## src/hw/rtl/mbrtu_pkg.sv

```systemverilog
// Shared types, constants and the CRC-16/Modbus byte step for the RTU poll master.
// No dependencies; every other file in hw/rtl except mbrtu_ifs uses this package.
`timescale 1ns / 1ps

package mbrtu_pkg;

    localparam int MAX_SENSORS    = 8;
    localparam int SENSOR_W       = $clog2(MAX_SENSORS);
    localparam int RESPONSE_BYTES = 13;
    localparam int RX_CNT_W       = 4;
    localparam int REQ_BYTES      = 8;
    localparam int TX_IDX_W       = 3;

    localparam logic [15:0] CRC_INIT       = 16'hFFFF;
    localparam logic [15:0] CRC_POLY       = 16'hA001;
    localparam logic [7:0]  FUNC_READ_HOLD = 8'h03;
    localparam logic [7:0]  EXC_MASK       = 8'h80;
    localparam logic [7:0]  DATA_BYTES     = 8'd8;
    localparam logic [7:0]  REG_COUNT      = 8'd4;

    // configuration register indexes
    localparam logic [2:0] CFG_SENSOR_COUNT = 3'd0;
    localparam logic [2:0] CFG_FIRST_ADDR   = 3'd1;
    localparam logic [2:0] CFG_TIMEOUT      = 3'd2;
    localparam logic [2:0] CFG_RETRY        = 3'd3;
    localparam logic [2:0] CFG_OFFLINE_THR  = 3'd4;

    // poll outcome codes
    localparam logic [2:0] ST_OK      = 3'd0;
    localparam logic [2:0] ST_CRC     = 3'd1;
    localparam logic [2:0] ST_EXC     = 3'd2;
    localparam logic [2:0] ST_BCOUNT  = 3'd3;
    localparam logic [2:0] ST_TIMEOUT = 3'd4;

    localparam logic KIND_TX  = 1'b0;
    localparam logic KIND_REC = 1'b1;

    localparam logic MODE_TICK = 1'b0;
    localparam logic MODE_BYTE = 1'b1;

    typedef enum logic [1:0] {
        SEQ_IDLE,
        SEQ_REC,
        SEQ_TX
    } t_seq_state;

    typedef struct packed {
        logic        online;
        logic [7:0]  errors;
        logic [63:0] regs;
    } t_sensor;

    typedef struct packed {
        logic                kind;
        logic [7:0]          tx_byte;
        logic                last;
        logic [2:0]          sensor_index;
        logic [2:0]          status;
        logic                online;
        logic [7:0]          error_total;
        logic [63:0]         regs;
    } t_result;

    typedef struct packed {
        logic       done;
        logic [2:0] status;
    } t_rx_check;

    function automatic logic [15:0] crc_byte(input logic [15:0] crc, input logic [7:0] b);
        logic [15:0] c;
        c = crc ^ {8'h00, b};
        for (int i = 0; i < 8; i++) begin
            c = c[0] ? ((c >> 1) ^ CRC_POLY) : (c >> 1);
        end
        return c;
    endfunction

endpackage

```

## src/hw/rtl/mbrtu_ifs.sv

```systemverilog
// Valid/ready channel interfaces: poll items in, results out, configuration writes.
// Depends on nothing.
`timescale 1ns / 1ps

interface mbrtu_in_if;
    logic       valid;
    logic       ready;
    logic       mode;
    logic [7:0] rx_byte;
    modport source (output valid, mode, rx_byte, input ready);
    modport sink   (input valid, mode, rx_byte, output ready);
endinterface

interface mbrtu_out_if;
    logic        valid;
    logic        ready;
    logic        kind;
    logic [7:0]  tx_byte;
    logic        last;
    logic [2:0]  sensor_index;
    logic [2:0]  status;
    logic        online;
    logic [7:0]  error_total;
    logic [15:0] smoke_value;
    logic [15:0] water_value;
    logic [15:0] temperature_value;
    logic [15:0] humidity_value;
    modport source (output valid, kind, tx_byte, last, sensor_index, status, online,
                    error_total, smoke_value, water_value, temperature_value,
                    humidity_value, input ready);
    modport sink   (input valid, kind, tx_byte, last, sensor_index, status, online,
                    error_total, smoke_value, water_value, temperature_value,
                    humidity_value, output ready);
endinterface

interface mbrtu_cfg_if;
    logic       valid;
    logic       ready;
    logic [2:0] index;
    logic [7:0] data;
    modport source (output valid, index, data, input ready);
    modport sink   (input valid, index, data, output ready);
endinterface

```

## src/hw/rtl/mbrtu_sensor_mem.sv

```systemverilog
// Per-sensor state memory (online flag, error count, four registers), registered read.
// Depends on mbrtu_pkg.
`timescale 1ns / 1ps

module mbrtu_sensor_mem (
    input  logic                          i_clk,
    input  logic                          i_rst_n,
    input  logic                          i_rd_en,
    input  logic [mbrtu_pkg::SENSOR_W-1:0] i_rd_addr,
    output mbrtu_pkg::t_sensor            o_rd_data,
    input  logic                          i_wr_en,
    input  logic [mbrtu_pkg::SENSOR_W-1:0] i_wr_addr,
    input  mbrtu_pkg::t_sensor            i_wr_data
);

    mbrtu_pkg::t_sensor r_mem [mbrtu_pkg::MAX_SENSORS];
    logic [mbrtu_pkg::MAX_SENSORS-1:0] r_valid;
    mbrtu_pkg::t_sensor r_rd_data;
    logic               r_rd_valid;

    always_ff @(posedge i_clk) begin
        if (i_wr_en) begin
            r_mem[i_wr_addr] <= i_wr_data;
        end
        if (i_rd_en) begin
            r_rd_data <= r_mem[i_rd_addr];
        end
    end

    // entries never written since reset read as zero
    always_ff @(posedge i_clk) begin
        if (!i_rst_n) begin
            r_valid    <= '0;
            r_rd_valid <= 1'b0;
        end else begin
            if (i_wr_en) begin
                r_valid[i_wr_addr] <= 1'b1;
            end
            if (i_rd_en) begin
                r_rd_valid <= r_valid[i_rd_addr];
            end
        end
    end

    assign o_rd_data = r_rd_valid ? r_rd_data : '0;

endmodule

```

## src/hw/rtl/mbrtu_rx_check.sv

```systemverilog
// Response frame collector: running CRC, exception and byte-count flags, data bytes.
// Depends on mbrtu_pkg.
`timescale 1ns / 1ps

module mbrtu_rx_check (
    input  logic                  i_clk,
    input  logic                  i_rst_n,
    input  logic                  i_clr,
    input  logic                  i_byte_en,
    input  logic [7:0]            i_byte,
    output mbrtu_pkg::t_rx_check  o_check,
    output logic [63:0]           o_regs
);

    logic [mbrtu_pkg::RX_CNT_W-1:0] r_count;
    logic [15:0] r_crc;
    logic        r_exc;
    logic        r_bc_ok;
    logic [63:0] r_data;
    logic [7:0]  r_crc_lo;
    logic        w_done;

    localparam logic [mbrtu_pkg::RX_CNT_W-1:0] LAST_IDX = mbrtu_pkg::RX_CNT_W'(mbrtu_pkg::RESPONSE_BYTES - 1);
    localparam logic [mbrtu_pkg::RX_CNT_W-1:0] CRC_LO_IDX = mbrtu_pkg::RX_CNT_W'(mbrtu_pkg::RESPONSE_BYTES - 2);

    assign w_done = i_byte_en && (r_count == LAST_IDX);

    always_ff @(posedge i_clk) begin
        if (!i_rst_n) begin
            r_count <= '0;
        end else if (i_clr || w_done) begin
            r_count <= '0;
        end else if (i_byte_en) begin
            r_count <= r_count + 1'b1;
        end
    end

    always_ff @(posedge i_clk) begin
        if (i_byte_en) begin
            if (r_count == '0) begin
                r_crc <= mbrtu_pkg::crc_byte(mbrtu_pkg::CRC_INIT, i_byte);
            end else if (r_count < CRC_LO_IDX) begin
                r_crc <= mbrtu_pkg::crc_byte(r_crc, i_byte);
            end
            if (r_count == 4'd1) begin
                r_exc <= |(i_byte & mbrtu_pkg::EXC_MASK);
            end
            if (r_count == 4'd2) begin
                r_bc_ok <= (i_byte == mbrtu_pkg::DATA_BYTES);
            end
            if (r_count >= 4'd3 && r_count < CRC_LO_IDX) begin
                r_data <= {r_data[55:0], i_byte};
            end
            if (r_count == CRC_LO_IDX) begin
                r_crc_lo <= i_byte;
            end
        end
    end

    always_comb begin
        o_check.done = w_done;
        if ({i_byte, r_crc_lo} != r_crc) begin
            o_check.status = mbrtu_pkg::ST_CRC;
        end else if (r_exc) begin
            o_check.status = mbrtu_pkg::ST_EXC;
        end else if (!r_bc_ok) begin
            o_check.status = mbrtu_pkg::ST_BCOUNT;
        end else begin
            o_check.status = mbrtu_pkg::ST_OK;
        end
    end

    assign o_regs = r_data;

endmodule

```

## src/hw/rtl/modbus_rtu_poll_master_core.sv

```systemverilog
// Top level of the Modbus RTU poll master: control state, result sequencer, output stage.
// Depends on mbrtu_pkg, mbrtu_ifs, mbrtu_sensor_mem and mbrtu_rx_check.
`timescale 1ns / 1ps

// An item that causes no result (most ticks, most received bytes) is taken as soon as it is
// valid and the next one may follow at once. An item that sends a request gives 8 tx-byte
// results, one per cycle after the accepting cycle while the sink does not stall; one that ends
// a poll puts a record result ahead of the request bytes, with the sensor state read from memory
// in the accepting cycle. The result sequencer emits one result per cycle into a single output
// register when the sink does not stall, and input ready is low while it runs: the next item is
// taken once the last result is in the output register, where it may still wait on the sink.

module modbus_rtu_poll_master_core (
    input  logic             i_clk,
    input  logic             i_rst_n,
    mbrtu_in_if.sink         i_req,
    mbrtu_out_if.source      o_res,
    mbrtu_cfg_if.sink        i_cfg
);

    // configuration
    logic [3:0] r_sensor_count;
    logic [7:0] r_first_address;
    logic [7:0] r_timeout_ticks;
    logic [3:0] r_retry_limit;
    logic [7:0] r_offline_thr;

    // poll control
    logic                            r_phase;
    logic [mbrtu_pkg::SENSOR_W-1:0]  r_cur;
    logic [3:0]                      r_send_count;
    logic [7:0]                      r_wait_ticks;

    // sequencer
    mbrtu_pkg::t_seq_state           r_state, n_state;
    logic [mbrtu_pkg::SENSOR_W-1:0]  r_rec_sensor;
    logic [2:0]                      r_rec_status;
    logic [7:0]                      r_addr;
    logic [mbrtu_pkg::TX_IDX_W-1:0]  r_tx_idx;
    logic [15:0]                     r_tx_crc;

    // output stage
    logic                r_ov;
    mbrtu_pkg::t_result  r_o;

    logic                 w_accept, w_tick, w_rx_en, w_need_rec, w_need_tx, w_push;
    logic [7:0]           w_wt_inc;
    logic [3:0]           w_sc_inc, w_eff;
    logic [2:0]           w_status;
    logic [mbrtu_pkg::SENSOR_W-1:0] w_next;
    mbrtu_pkg::t_rx_check w_rx;
    logic [63:0]          w_rx_regs;
    mbrtu_pkg::t_sensor   w_rd, w_upd;
    logic                 w_wr_en;
    mbrtu_pkg::t_result   w_res;
    logic [7:0]           w_tx_byte;
    logic [8:0]           w_err_inc;

    assign i_cfg.ready = 1'b1;
    assign i_req.ready = (r_state == mbrtu_pkg::SEQ_IDLE);
    assign w_accept    = i_req.valid && i_req.ready;
    assign w_tick      = w_accept && (i_req.mode == mbrtu_pkg::MODE_TICK);
    assign w_rx_en     = w_accept && (i_req.mode == mbrtu_pkg::MODE_BYTE) && r_phase;

    always_ff @(posedge i_clk) begin
        if (!i_rst_n) begin
            r_sensor_count  <= 4'd4;
            r_first_address <= 8'd3;
            r_timeout_ticks <= 8'd50;
            r_retry_limit   <= 4'd3;
            r_offline_thr   <= 8'd3;
        end else if (i_cfg.valid) begin
            case (i_cfg.index)
                mbrtu_pkg::CFG_SENSOR_COUNT: r_sensor_count  <= i_cfg.data[3:0];
                mbrtu_pkg::CFG_FIRST_ADDR:   r_first_address <= i_cfg.data;
                mbrtu_pkg::CFG_TIMEOUT:      r_timeout_ticks <= i_cfg.data;
                mbrtu_pkg::CFG_RETRY:        r_retry_limit   <= i_cfg.data[3:0];
                mbrtu_pkg::CFG_OFFLINE_THR:  r_offline_thr   <= i_cfg.data;
                default: ;
            endcase
        end
    end

    mbrtu_rx_check u_rx (
        .i_clk     (i_clk),
        .i_rst_n   (i_rst_n),
        .i_clr     (w_tick && w_need_tx),
        .i_byte_en (w_rx_en),
        .i_byte    (i_req.rx_byte),
        .o_check   (w_rx),
        .o_regs    (w_rx_regs)
    );

    // decision for the accepted item
    always_comb begin
        w_wt_inc = (r_wait_ticks == 8'hFF) ? r_wait_ticks : r_wait_ticks + 8'd1;
        w_sc_inc = (r_send_count == 4'hF) ? r_send_count : r_send_count + 4'd1;
        if (r_sensor_count == 4'd0) begin
            w_eff = 4'd1;
        end else if (r_sensor_count > 4'(mbrtu_pkg::MAX_SENSORS)) begin
            w_eff = 4'(mbrtu_pkg::MAX_SENSORS);
        end else begin
            w_eff = r_sensor_count;
        end
        w_next = (({1'b0, r_cur} + 4'd1) >= w_eff) ? '0 : r_cur + 1'b1;
        w_need_rec = 1'b0;
        w_need_tx  = 1'b0;
        w_status   = mbrtu_pkg::ST_TIMEOUT;
        if (w_tick) begin
            if (!r_phase) begin
                w_need_tx = 1'b1;
            end else if (w_wt_inc >= r_timeout_ticks) begin
                w_need_tx  = 1'b1;
                w_need_rec = !(w_sc_inc < r_retry_limit);
            end
        end else if (w_rx_en && w_rx.done) begin
            w_need_tx  = 1'b1;
            w_need_rec = 1'b1;
            w_status   = w_rx.status;
        end
    end

    always_ff @(posedge i_clk) begin
        if (!i_rst_n) begin
            r_phase      <= 1'b0;
            r_cur        <= '0;
            r_send_count <= '0;
            r_wait_ticks <= '0;
        end else begin
            if (w_tick && r_phase) begin
                r_wait_ticks <= w_wt_inc;
                if (w_wt_inc >= r_timeout_ticks) begin
                    r_send_count <= w_sc_inc;
                end
            end
            if (w_need_tx) begin
                r_phase      <= 1'b1;
                r_wait_ticks <= '0;
            end
            if (w_need_rec) begin
                r_send_count <= '0;
                r_cur        <= w_next;
            end
        end
    end

    always_ff @(posedge i_clk) begin
        if (w_need_tx) begin
            r_rec_sensor <= r_cur;
            r_rec_status <= w_status;
            r_addr       <= r_first_address + 8'(w_need_rec ? w_next : r_cur);
        end
    end

    // sensor state is read as the item is accepted; written back as the record leaves.
    // The sequencer blocks new items until the request is out, so no overlap on an entry.
    mbrtu_sensor_mem u_mem (
        .i_clk     (i_clk),
        .i_rst_n   (i_rst_n),
        .i_rd_en   (w_need_rec),
        .i_rd_addr (r_cur),
        .o_rd_data (w_rd),
        .i_wr_en   (w_wr_en),
        .i_wr_addr (r_rec_sensor),
        .i_wr_data (w_upd)
    );

    assign w_push = (r_state != mbrtu_pkg::SEQ_IDLE) && (!r_ov || o_res.ready);

    always_comb begin
        n_state = r_state;
        case (r_state)
            mbrtu_pkg::SEQ_IDLE: begin
                if (w_need_rec) begin
                    n_state = mbrtu_pkg::SEQ_REC;
                end else if (w_need_tx) begin
                    n_state = mbrtu_pkg::SEQ_TX;
                end
            end
            mbrtu_pkg::SEQ_REC: begin
                if (w_push) begin
                    n_state = mbrtu_pkg::SEQ_TX;
                end
            end
            mbrtu_pkg::SEQ_TX: begin
                if (w_push && r_tx_idx == mbrtu_pkg::TX_IDX_W'(mbrtu_pkg::REQ_BYTES - 1)) begin
                    n_state = mbrtu_pkg::SEQ_IDLE;
                end
            end
            default: n_state = mbrtu_pkg::SEQ_IDLE;
        endcase
    end

    always_comb begin
        w_err_inc = {1'b0, w_rd.errors} + 9'd1;
        w_upd     = w_rd;
        if (r_rec_status == mbrtu_pkg::ST_OK) begin
            w_upd.online = 1'b1;
            w_upd.errors = '0;
            w_upd.regs   = w_rx_regs;
        end else begin
            w_upd.errors = w_err_inc[8] ? w_rd.errors : w_err_inc[7:0];
            if (w_upd.errors >= r_offline_thr) begin
                w_upd.online = 1'b0;
            end
        end
        case (r_tx_idx)
            3'd0:    w_tx_byte = r_addr;
            3'd1:    w_tx_byte = mbrtu_pkg::FUNC_READ_HOLD;
            3'd5:    w_tx_byte = mbrtu_pkg::REG_COUNT;
            3'd6:    w_tx_byte = r_tx_crc[7:0];
            3'd7:    w_tx_byte = r_tx_crc[15:8];
            default: w_tx_byte = 8'h00;
        endcase
        w_res   = '0;
        w_wr_en = 1'b0;
        case (r_state)
            mbrtu_pkg::SEQ_REC: begin
                w_wr_en            = w_push;
                w_res.kind         = mbrtu_pkg::KIND_REC;
                w_res.sensor_index = r_rec_sensor;
                w_res.status       = r_rec_status;
                w_res.online       = w_upd.online;
                w_res.error_total  = w_upd.errors;
                w_res.regs         = w_upd.regs;
            end
            mbrtu_pkg::SEQ_TX: begin
                w_res.kind    = mbrtu_pkg::KIND_TX;
                w_res.tx_byte = w_tx_byte;
                w_res.last    = (r_tx_idx == mbrtu_pkg::TX_IDX_W'(mbrtu_pkg::REQ_BYTES - 1));
            end
            default: ;
        endcase
    end

    always_ff @(posedge i_clk) begin
        if (!i_rst_n) begin
            r_state  <= mbrtu_pkg::SEQ_IDLE;
            r_tx_idx <= '0;
            r_ov     <= 1'b0;
        end else begin
            r_state <= n_state;
            if (r_state == mbrtu_pkg::SEQ_TX && w_push) begin
                r_tx_idx <= r_tx_idx + 1'b1;
            end
            if (w_push) begin
                r_ov <= 1'b1;
            end else if (o_res.ready) begin
                r_ov <= 1'b0;
            end
        end
    end

    // request CRC built one byte per beat over the first six bytes
    always_ff @(posedge i_clk) begin
        if (r_state == mbrtu_pkg::SEQ_IDLE) begin
            r_tx_crc <= mbrtu_pkg::CRC_INIT;
        end else if (r_state == mbrtu_pkg::SEQ_TX && w_push && r_tx_idx < 3'd6) begin
            r_tx_crc <= mbrtu_pkg::crc_byte(r_tx_crc, w_tx_byte);
        end
        if (w_push) begin
            r_o <= w_res;
        end
    end

    assign o_res.valid             = r_ov;
    assign o_res.kind              = r_o.kind;
    assign o_res.tx_byte           = r_o.tx_byte;
    assign o_res.last              = r_o.last;
    assign o_res.sensor_index      = r_o.sensor_index;
    assign o_res.status            = r_o.status;
    assign o_res.online            = r_o.online;
    assign o_res.error_total       = r_o.error_total;
    assign o_res.smoke_value       = r_o.regs[63:48];
    assign o_res.water_value       = r_o.regs[47:32];
    assign o_res.temperature_value = r_o.regs[31:16];
    assign o_res.humidity_value    = r_o.regs[15:0];

endmodule

```

## src/flat_wrapper.sv

```systemverilog
// flat-port wrapper written by rule: the top's interface ports become plain ports
module modbus_rtu_poll_master_core_flat 
  (i_clk, i_rst_n, i_req_valid, i_req_mode, i_req_rx_byte, i_req_ready, o_res_valid, o_res_kind, o_res_tx_byte, o_res_last, o_res_sensor_index, o_res_status, o_res_online, o_res_error_total, o_res_smoke_value, o_res_water_value, o_res_temperature_value, o_res_humidity_value, o_res_ready, i_cfg_valid, i_cfg_index, i_cfg_data, i_cfg_ready);
  mbrtu_in_if i_req_i ();
  mbrtu_out_if o_res_i ();
  mbrtu_cfg_if i_cfg_i ();
  input  logic i_clk;
  input  logic i_rst_n;
  input wire logic [$bits(i_req_i.valid)-1:0] i_req_valid;
  input wire logic [$bits(i_req_i.mode)-1:0] i_req_mode;
  input wire logic [$bits(i_req_i.rx_byte)-1:0] i_req_rx_byte;
  output wire logic [$bits(i_req_i.ready)-1:0] i_req_ready;
  output wire logic [$bits(o_res_i.valid)-1:0] o_res_valid;
  output wire logic [$bits(o_res_i.kind)-1:0] o_res_kind;
  output wire logic [$bits(o_res_i.tx_byte)-1:0] o_res_tx_byte;
  output wire logic [$bits(o_res_i.last)-1:0] o_res_last;
  output wire logic [$bits(o_res_i.sensor_index)-1:0] o_res_sensor_index;
  output wire logic [$bits(o_res_i.status)-1:0] o_res_status;
  output wire logic [$bits(o_res_i.online)-1:0] o_res_online;
  output wire logic [$bits(o_res_i.error_total)-1:0] o_res_error_total;
  output wire logic [$bits(o_res_i.smoke_value)-1:0] o_res_smoke_value;
  output wire logic [$bits(o_res_i.water_value)-1:0] o_res_water_value;
  output wire logic [$bits(o_res_i.temperature_value)-1:0] o_res_temperature_value;
  output wire logic [$bits(o_res_i.humidity_value)-1:0] o_res_humidity_value;
  input wire logic [$bits(o_res_i.ready)-1:0] o_res_ready;
  input wire logic [$bits(i_cfg_i.valid)-1:0] i_cfg_valid;
  input wire logic [$bits(i_cfg_i.index)-1:0] i_cfg_index;
  input wire logic [$bits(i_cfg_i.data)-1:0] i_cfg_data;
  output wire logic [$bits(i_cfg_i.ready)-1:0] i_cfg_ready;
  assign i_req_i.valid = i_req_valid;
  assign i_req_i.mode = i_req_mode;
  assign i_req_i.rx_byte = i_req_rx_byte;
  assign i_req_ready = i_req_i.ready;
  assign o_res_valid = o_res_i.valid;
  assign o_res_kind = o_res_i.kind;
  assign o_res_tx_byte = o_res_i.tx_byte;
  assign o_res_last = o_res_i.last;
  assign o_res_sensor_index = o_res_i.sensor_index;
  assign o_res_status = o_res_i.status;
  assign o_res_online = o_res_i.online;
  assign o_res_error_total = o_res_i.error_total;
  assign o_res_smoke_value = o_res_i.smoke_value;
  assign o_res_water_value = o_res_i.water_value;
  assign o_res_temperature_value = o_res_i.temperature_value;
  assign o_res_humidity_value = o_res_i.humidity_value;
  assign o_res_i.ready = o_res_ready;
  assign i_cfg_i.valid = i_cfg_valid;
  assign i_cfg_i.index = i_cfg_index;
  assign i_cfg_i.data = i_cfg_data;
  assign i_cfg_ready = i_cfg_i.ready;
  modbus_rtu_poll_master_core u_core (.i_clk(i_clk), .i_rst_n(i_rst_n), .i_req(i_req_i), .o_res(o_res_i), .i_cfg(i_cfg_i));
endmodule
```

## config.mk

```make
export PLATFORM = sky130hd
export DESIGN_NAME = modbus_rtu_poll_master_core_flat
export DESIGN_NICKNAME = d
export VERILOG_FILES = /design/src/hw/rtl/mbrtu_pkg.sv /design/src/hw/rtl/mbrtu_ifs.sv /design/src/hw/rtl/mbrtu_sensor_mem.sv /design/src/hw/rtl/mbrtu_rx_check.sv /design/src/hw/rtl/modbus_rtu_poll_master_core.sv /design/src/flat_wrapper.sv
export SDC_FILE = /design/constraint.sdc
export NUM_CORES = 1
export LEC_CHECK = 0
export BUFFER_PORTS_ARGS = -buffer_cell sky130_fd_sc_hd__clkbuf_2
export CAP_MARGIN = 20
export CORE_MARGIN = 1
export CORE_UTILIZATION = 50
export CTS_BUF_LIST = sky130_fd_sc_hd__clkbuf_2 sky130_fd_sc_hd__clkbuf_4 sky130_fd_sc_hd__clkbuf_8
export CTS_CLUSTER_SIZE = 12
export DETAILED_ROUTE_END_ITERATION = 10
export PLACE_DENSITY = 0.74
export SYNTH_ARGS = -nofsm -noshare
export SYNTH_HDL_FRONTEND = slang
export SYNTH_SLANG_ARGS = --single-unit
```

## constraint.sdc

```tcl
create_clock -name i_clk -period 10.3 [get_ports i_clk]
set_input_delay 0.515 -clock i_clk [delete_from_list [all_inputs] [get_ports i_clk]]
set_output_delay 0.515 -clock i_clk [all_outputs]
set_load 0.02 [all_outputs]
```

# Word level (Yosys, flattened, before mapping)
# Memory sizes are Yosys's and may differ from the RTL's. A register that Yosys moved wholly into a read port is not among the register bits.
# Index checks and enable logic that the tools add are counted.
# op_classes
n_addsub,8
n_lt_le_gt_ge,11
n_eq_ne,21
n_mux,63
bitwise_logic,31
reduce_logical,44
# op_table
operator,n
$mux W16,26
$mux W73,1
$not A2 Y3,24
$mux W64,1
$pmux W8 S5,1
$xor A16 B8 Y16,2
$reduce_and A2 Y1,11
$ge A8 B8 Y1,2
$mux W1,16
$mux W8,2
$ne A16 B16 Y1,1
$not A8 Y16,1
$logic_and A1 B1 Y1,14
$eq A3 B3 Y1 const B,4
$eq A4 B4 Y1 const B,3
$mux W3,4
$mux W4,3
$mux W2,5
$add A8 B1 Y9 const B,1
$logic_not A3 Y1,3
$mux W9,1
$add A4 B1 Y4 const B,2
$add A8 B1 Y8 const B,1
$add A8 B8 Y8,1
other kinds (33),48
# totals
regBits,276
ram_bits,584
elab_cells,212
mem_count,1
# memory_table
name,depth,width,rd,rd_clocked_by_memory_dff,wr,line_no,rtl
u_core.u_mem.r_mem,8,73,1,1,1,mbrtu_sensor_mem.sv:16,mbrtu_pkg::t_sensor r_mem [mbrtu_pkg::MAX_SENSORS];

# Longest topological paths before layout
# Gate-level depths: netlist of run 1.
# logic_depth
ltp_word,19
mapped_depth,20
mapped_depth_nobuf,20

# Cells and area by module
# From an unflattened synthesis of run 1, not the netlist that was laid out.
# unflattened
cells_unflattened,2286
hier_area_um2,38011.5
# modules_own_cells
module,instances,cells_per_inst,area_per_inst_um2,seq_area_each_um2
mbrtu_sensor_mem,1,1036,24953.9,19909.1
modbus_rtu_poll_master_core,1,1019,9183.8,4494.3
mbrtu_rx_check,1,231,3873.7,2782.7

# Least setup slack after synthesis of run 1
# Ideal clock, no wire load.
# synth_timing
kind,reg-to-reg
start,reg u_core.r_state[1]
end,mem u_core.u_mem.r_mem[3][0] (netlist name) (enable)
setup_time_ns,0.713
t_arrival_ns,8.400
t_required_ns,9.587
path_slack_ns,1.187
stages_incl_launch_ff,6
path_buffers,1
synth_period_minus_slack_ns,9.113
path_cell_list,dfxtp_1 > nand2b_1 > clkbuf_1 > inv_2 > nand2_1 > nor4b_1
# synth_between
elab_chain_cells,5
elab_cells_between_ends,6
classes_between,eq/ne: 1; mux: 3; reduce/logical: 2
# synth_rtl
item,line_no,rtl
start: declaration,modbus_rtu_poll_master_core.sv:35,"mbrtu_pkg::t_seq_state r_state, n_state;"
start signal: assignment,modbus_rtu_poll_master_core.sv:238,r_state <= mbrtu_pkg::SEQ_IDLE;
start signal: assignment,modbus_rtu_poll_master_core.sv:242,r_state <= n_state;
$reduce_bool A2 Y1,modbus_rtu_poll_master_core.sv:168,assign w_push = (r_state != mbrtu_pkg::SEQ_IDLE) && (!r_ov || o_res.ready);
$logic_and A1 B1 Y1,modbus_rtu_poll_master_core.sv:168,
$mux W1 (*),modbus_rtu_poll_master_core.sv:217,case (r_state)
$mux W1 (*),mbrtu_sensor_mem.sv:22,if (i_wr_en) begin
$mux W1 (not written as such) (*),mbrtu_sensor_mem.sv:23,r_mem[i_wr_addr] <= i_wr_data;
end: declaration,mbrtu_sensor_mem.sv:16,
# Every way passes the cells marked *; elsewhere a longest branch is shown, timed or not.

# Final worst setup path of run 1
# layout_timing
start,reg u_core.r_wait_ticks[3]
end,"reg u_core.r_addr[7], data pin"
# layout_between
elab_chain_cells,8
elab_cells_between_ends,9
classes_between,add/sub: 2; order compare: 1; eq/ne: 1; mux: 5
# layout_rtl
item,line_no,rtl
start: declaration,modbus_rtu_poll_master_core.sv:32,logic [7:0] r_wait_ticks;
start signal: assignment,modbus_rtu_poll_master_core.sv:131,r_wait_ticks <= w_wt_inc;
$eq A8 B8 Y1,modbus_rtu_poll_master_core.sv:96,w_wt_inc = (r_wait_ticks == 8'hFF) ? r_wait_ticks : r_wait_ticks + 8'd1;
$mux W8,modbus_rtu_poll_master_core.sv:96,
net u_core.w_wt_inc[1],modbus_rtu_poll_master_core.sv:47,logic [7:0] w_wt_inc;
$ge A8 B8 Y1,modbus_rtu_poll_master_core.sv:112,end else if (w_wt_inc >= r_timeout_ticks) begin
$mux W1,modbus_rtu_poll_master_core.sv:112,
$mux W1,modbus_rtu_poll_master_core.sv:110,if (!r_phase) begin
$mux W1,modbus_rtu_poll_master_core.sv:109,if (w_tick) begin
$mux W3,modbus_rtu_poll_master_core.sv:151,r_addr <= r_first_address + 8'(w_need_rec ? w_next : r_cur);
$add A8 B8 Y8,modbus_rtu_poll_master_core.sv:151,
end signal: assignment,modbus_rtu_poll_master_core.sv:151,
end: declaration,modbus_rtu_poll_master_core.sv:38,logic [7:0] r_addr;
# The timed path passes the listed nets, and every way through them passes these cells.
# A chain may end at the register's enable or synchronous reset.

==> results of run 1 <==
[how the worst min path moves through the flow]
| stage | cells past startpoint | end |
|---|---|---|
| 3_3_place_gp | 0 | u_core.u_rx.o_regs[62] |
| 6_report | 3 | u_core.r_first_address[4] |
| 4_1_cts | 3 | u_core.r_offline_thr[4] |
| 2_1_floorplan | 0 | u_core.r_rec_sensor[2] |
| 5_1_grt | 3 | u_core.r_offline_thr[4] |
| 3_5_place_dp | 0 | u_core.u_rx.o_regs[62] |
[through the flow]
stage	total power [mW]	utilization	setup slack [ps]	cell area, µm²
2_1_floorplan	4.37	-	1190	37200
3_3_place_gp	4.44	0.531	5420	38800
3_5_place_dp	4.44	0.531	5300	38800
4_1_cts	7.51	0.572	5250	41800
5_1_grt	7.69	0.572	4960	41900
6_report	7.45	0.572	5260	41900
[metal layers]
layer | vias to the layer above | GRT usage
li1 | 8872 | -
met1 | 10300 | 0.289
met2 | 744 | 0.362
met3 | 126 | 0.0433
met4 | 2 | 0.0681
met5 | - | 0
[cell usage in the layout, fill, tap and decap left out, types with 4 or more instances in the layout]
| cell type | n |
|---|---|
| clkbuf_8 | 160 |
| nand4_1 | 14 |
| nand2b_1 | 16 |
| a21o_1 | 8 |
| nand3_1 | 87 |
| nor3_1 | 8 |
| edfxtp_1 | 850 |
| nor2b_1 | 8 |
| xor2_1 | 36 |
| a21oi_1 | 131 |
| mux4_2 | 148 |
| o21ai_0 | 13 |
| o211ai_1 | 9 |
| inv_1 | 43 |
| clkinvlp_4 | 7 |
| nor4_1 | 5 |
| dlygate4sd3_1 | 9 |
| clkbuf_2 | 115 |
| clkbuf_4 | 50 |
| nand2_1 | 254 |
| mux2_2 | 77 |
| nor3_2 | 5 |
| xnor2_1 | 54 |
| o21ai_1 | 4 |
| clkinv_2 | 13 |
| clkinv_1 | 26 |
| and2_1 | 18 |
| mux2i_1 | 15 |
| nor2_1 | 107 |
| ha_1 | 43 |
| dfxtp_1 | 79 |
| buf_4 | 31 |
| and3_1 | 4 |
[kinds of logic (layout without fill, tap and decap cells)]
kind of cell             after synthesis  after routing
multiplexers                         243            243
XOR/XNOR                              92             92
AO/OA/AOI/OAI                        195            195
flip-flops                           933            933
AND/OR/NAND/NOR                      551            551
buffers and inverters                151            464
other                                  1              2
adder cells (fa/ha/maj)               44             44
[tightest hold or removal path, cell delays in order]
cell and delay (ps):
clkbuf_2 130, nand2_1 80, a21oi_1 50
[power by group through the flow]
stage / Clock, mW / Sequential (mW) / Combinational (mW)
after CTS: 3.14 / 4.13 / 0.237
final: 3.08 / 4.13 / 0.236
after global routing: 3.30 / 4.13 / 0.257
after floorplan: 0 / 4.23 / 0.147
after global placement: 0 / 4.21 / 0.226
after detailed placement: 0 / 4.21 / 0.233
[state kept, by name (all words and copies together), names as in the netlist, 16 cells and up]
signal                          count
u_core.u_mem.r_mem                584
u_core.u_mem.r_rd_data             73
u_core.u_rx.o_regs                 64
u_core.o_res.humidity_value        16
u_core.o_res.smoke_value           16
u_core.o_res.temperature_value     16
u_core.o_res.water_value           16
u_core.r_tx_crc                    16
u_core.u_rx.r_crc                  16
[timing repair]
action / CTS / global route
hold endpoints to repair: 18 / 0
endpoints found under the setup margin: 0 / 0
hold buffers: 9 / 0
[layout make-up]
type / count / area [µm²]
multi-input cells: 1126 / 9450
clock inverters: 52 / 337
flip-flops and latches: 933 / 27200
diodes: 1 / 2.50
repair buffers: 157 / 923
well taps: 959 / 1200
clock buffers: 210 / 2580
inverters: 45 / 169
fillers: 5458 / 31400
==> flow_metrics.tcl, run 1 <==
set metrics [dict create \
    outcome "complete, but fails checks" \
    violations "DRC" \
    die-height_um 275 \
    routedWlPerCell_um 23.1 \
    synthTopCellsByCount "850 x edfxtp_1, 254 x nand2_1, 148 x mux4_2" \
    synthFlopType "edfxtp_1" \
    worstReg2RegEnd "u_core.r_addr[7]" \
    layout-drive-gt1-share 0.256 \
    synth_edf_count 850 \
    synthTopCellsByArea "edfxtp_1 69%, mux4_2 9.0%, dfxtp_1 4.5%" \
    avgViaCountPerCell 5.75 \
    critPathArrivalTime_ps 5550 \
    clock_path_buffers 3 \
    fmax_ghz 0.198 \
    combPwrFrac 0.032 \
    critical_path_depth 19 \
    grt_overflow 0 \
    cp_slowest_cell "buf_4" \
    initial_utilization 0.508 \
    async_flop_share 0 \
    clk_latency_ps 790 \
    grt_pass1_vias 20900 \
    pwr-share-clk 0.414 \
    hold_start "i_cfg_data[4]" \
    grt_pass1_wl_um 122000 \
    critical_path_class "reg2reg" \
    netlist.area_leader.share 0.687 \
    hold-worst-slack_ps 66.6 \
    h-tree-depth 4 \
    r2r_cells 19 \
    internal_power_mw 5.89 \
    fin_crit_sh 0.489 \
    yosysSeqAreaShare 0.732 \
    cap_violations 0 \
    vias 20000 \
    syn_nets 2279 \
    r2r_slack_ps 5260 \
    min_path_type "in2reg" \
    worstPathRequired_ps 10810 \
    synth_xor_area_frac 0.0223 \
    vdd_drop_max_v 0.0000847 \
    grt_antenna_before_repair 2 \
    post_cts.repair.setup_buffers 0 \
    dieArea_um2 75400 \
    hold_viol 0 \
    grt_max_degree 109 \
    cp-endpoint "u_core.r_addr[7]" \
    io_buffers 115 \
    muxShareOfSynthArea 0.118 \
    worstPathMaxFanout 52 \
    startpoint_type "flop" \
    synth-seq-cells 933 \
    syn_avg_cell_area_um2 16.8 \
    relSlewSlack 0.250 \
    ant_nets 0 \
    setup-violations-final 0 \
    end_kind "flop" \
    nNetsFinal 2479 \
    min_period_ps 5040 \
    cts_buffers 147 \
    finClkSkew_ps 34.3 \
    grt.total_usage 0.217 \
    cpMostUsedCell "a21o_1" \
    dp.cells 3210 \
    switching_share 0.210 \
    route.met3.wl_um 5230 \
    final_cell_count_no_fill 3483 \
    startpoint "u_core.r_wait_ticks[3]" \
    drtPass1Iterations 10 \
    setup_tns_ps 0 \
    worst-slew-pin-transition_ps 1130 \
    synthDistinctLibCells 66 \
    path_clk_slew_ps 60 \
    cts_tree "built" \
    rsz0062_at_grt "false" \
    critPathBufInv 1 \
    clockRootBuffer "clkbuf_8" \
    die_w_um 275 \
    gp_congestion 0.824 \
    synth_top_family_by_area "multiplexers" \
    wl_um 80400 \
    crit_path_max_incr_delay_ps 720 \
    power_switching_mw 1.56 \
    ios 117 \
    postSynthCellCount 2210 \
    syn2layout_area_growth_pct 12.6 \
    dp.final_hpwl_um 44000 \
    critPathTopFamily "compound AO/OA/AOI/OAI gates" \
    wl_met1_um 33500 \
    numClockSinks 933 \
    cts_resized 0 \
    synth_area_leader_cell "edfxtp_1" \
    yosys.area_share.adder 0.0150 \
    coreArea_um2 73200 \
    yosysWarnings 0 \
    cp_cell_sequence "nand3_1 > nor2_1 > nand4_1 > mux2_2 > ha_1 > a21o_1 > a21o_1 > a21oi_1 > o21ai_1 > nand3_2 > o21ai_4 > buf_4 > mux2_1 > ha_1 > a21o_1 > a21oi_1 > nor2_1 > nand3_1 > xnor2_1" \
    yosys.area_share.simple 0.0656 \
    highest_layer "met5" \
    p_leak_nw 14.2 \
    p_seq_frac 0.555 \
    powerDensity_nw_per_um2 178 \
    met2WireLength_um 40200 \
    synth_compound_area_frac 0.0313 \
    drv_slew 0 \
    drt-initial-drc-count 1881 \
    netlist_area_um2 37200 \
    rows 99 \
    drc 6 \
    synth.most_common_cell "edfxtp_1" \
    regToRegStartpoint "u_core.r_wait_ticks[3]" \
]
No activity file was read; power rests on OpenSTA's default activity.
==> run 2, diff against run 1 <==
- PLACE_DENSITY: 0.74 -> 0.77
- clock period: 10.3 -> 4.2 ns (I/O delays scaled with it)
==> flow_metrics.tcl, run 2 (synthesis gave the netlist of run 1 again) <==
set metrics [dict create \
    outcome "complete, but fails checks" \
    violations "DRC" \
    grt_overflow 0 \
    die_w_um 275 \
    fill_cells 5330 \
    fin_crit_sh 0.945 \
    min_path_type "in2reg" \
    cts_buffers 147 \
    largest_reg_flops 584 \
    avgViaCountPerCell 5.73 \
    drv_slew 0 \
    cts_tree "built" \
    path_clk_slew_ps 70 \
    initial_utilization 0.508 \
    worstPathMaxFanout 5 \
    critPathArrivalTime_ps 4650 \
    worst-slew-pin-transition_ps 1110 \
    final_common_cell "edfxtp_1" \
    clockRootBuffer "clkbuf_8" \
    die-height_um 275 \
    crit_path_max_incr_delay_ps 560 \
    final_cell_mix "850 x edfxtp_1, 254 x nand2_1, 154 x clkbuf_8, 148 x mux4_2, 130 x a21oi_1" \
    pwr-share-clk 0.405 \
    worstPathRequired_ps 4880 \
    startpoint_type "flop" \
    fmax_ghz 0.252 \
    top_register "u_core.u_mem.r_mem" \
    setup_tns_ps 0 \
    vdd_drop_max_v 0.000252 \
    critical_path_class "reg2reg" \
    grt_pass1_vias 21000 \
    grt.total_usage 0.213 \
    setup-violations-final 0 \
    grt_max_degree 151 \
    min_period_ps 3970 \
    end_kind "flop" \
    numClockSinks 933 \
    critPathTopFamily "compound AO/OA/AOI/OAI gates" \
    finalPower_mw 18.0 \
    internal_power_mw 14.2 \
    p_leak_nw 14.4 \
    nNetsFinal 2525 \
    grt_antenna_before_repair 4 \
    critPathBufInv 2 \
    routedWlPerCell_um 22.5 \
    clock_path_buffers 3 \
    ios 117 \
    drtPass1Iterations 8 \
    hold_viol 0 \
    grt_pass1_wl_um 120000 \
    wl_um 79200 \
    finClkSkew_ps 42.7 \
    relSlewSlack 0.260 \
    powerDensity_nw_per_um2 425 \
    rows 99 \
    syn2layout_area_growth_pct 14.3 \
    layout-drive-gt1-share 0.263 \
    dp.final_hpwl_um 45400 \
    gp_congestion 0.863 \
    switching_share 0.212 \
    ant_nets 0 \
    cp_cell_sequence "nand3_2 > nor2_2 > nand4_1 > xnor2_1 > ha_1 > nand2b_1 > a21o_1 > a21o_1 > a21oi_1 > o21ai_2 > a21boi_0 > o22ai_1 > a21oi_1 > dlygate4sd3_1 > nor3_1 > dlygate4sd3_1" \
    dp_slack_ps 202 \
    combPwrFrac 0.034 \
    cp_slowest_cell "dlygate4sd3_1" \
    setup_slack_ps 231 \
    drc 6 \
    power_switching_mw 3.83 \
    coreArea_um2 73200 \
    cap_violations 0 \
    io_buffers 115 \
    dieArea_um2 75400 \
    vias 20200 \
    p_seq_frac 0.561 \
    clk_latency_ps 790 \
    h-tree-depth 4 \
    drt-initial-drc-count 2048 \
]
run 2: final timing paths:
check	from	end	cells after the start	slack (ps)
max	u_core.r_wait_ticks[4]	u_core.r_state[1]	16	230
min	i_req_rx_byte[1]	u_core.u_rx.o_regs[1]	2	310
max reg2reg	u_core.r_wait_ticks[4]	u_core.r_state[1]	16	230
min reg2reg	u_core.u_rx.o_regs[14]	u_core.u_rx.o_regs[22]	0	450
run 2: power groups by stage:
stage / clock (mW) / sequential (mW) / combinational [mW]
global placement: 0 / 10.3 / 0.565
floorplan: 0 / 10.4 / 0.360
finish: 7.31 / 10.1 / 0.608
global route: 7.85 / 10.1 / 0.658
CTS: 7.45 / 10.1 / 0.604
detailed placement: 0 / 10.3 / 0.577
run 2: cell type report:
type	instances	area, µm²	share of cell area
sequential	933	27200	0.640
multi-input combinational	1126	9550	0.225
clock buffer	196	2430	0.0573
timing repair buffer	203	1540	0.0362
tap	959	1200	0.0282
clock inverter	63	374	0.00881
inverter	45	169	0.00398
antenna	3	7.51	0.000177
run 2: per-stage QoR:
step | hold slack, ps | cells | area (µm²) | util
2_1_floorplan | 309 | 2210 | 37300 | -
6_report | 310 | 3528 | 42500 | 0.580
3_5_place_dp | 433 | 3224 | 39300 | 0.536
5_1_grt | 274 | 3528 | 42500 | 0.580
3_3_place_gp | 441 | 3222 | 39200 | 0.536
4_1_cts | 232 | 3518 | 42400 | 0.579
run 2: metal layers:
layer / part of all wire / up-vias / track usage
met1: 0.41 / 10200 / 0.285
met2: 0.50 / 881 / 0.350
li1: - / 8979 / -
met3: 0.075 / 134 / 0.0459
met5: 0.00021 / - / 0
met4: 0.021 / 2 / 0.0711
run 2: repair_timing:
item	in CTS	in global routing
setup endpoints to repair	0	4
gates resized for setup	0	2
buffers inserted	0	4
hold buffers	35	0
endpoints found under the hold margin	71	0
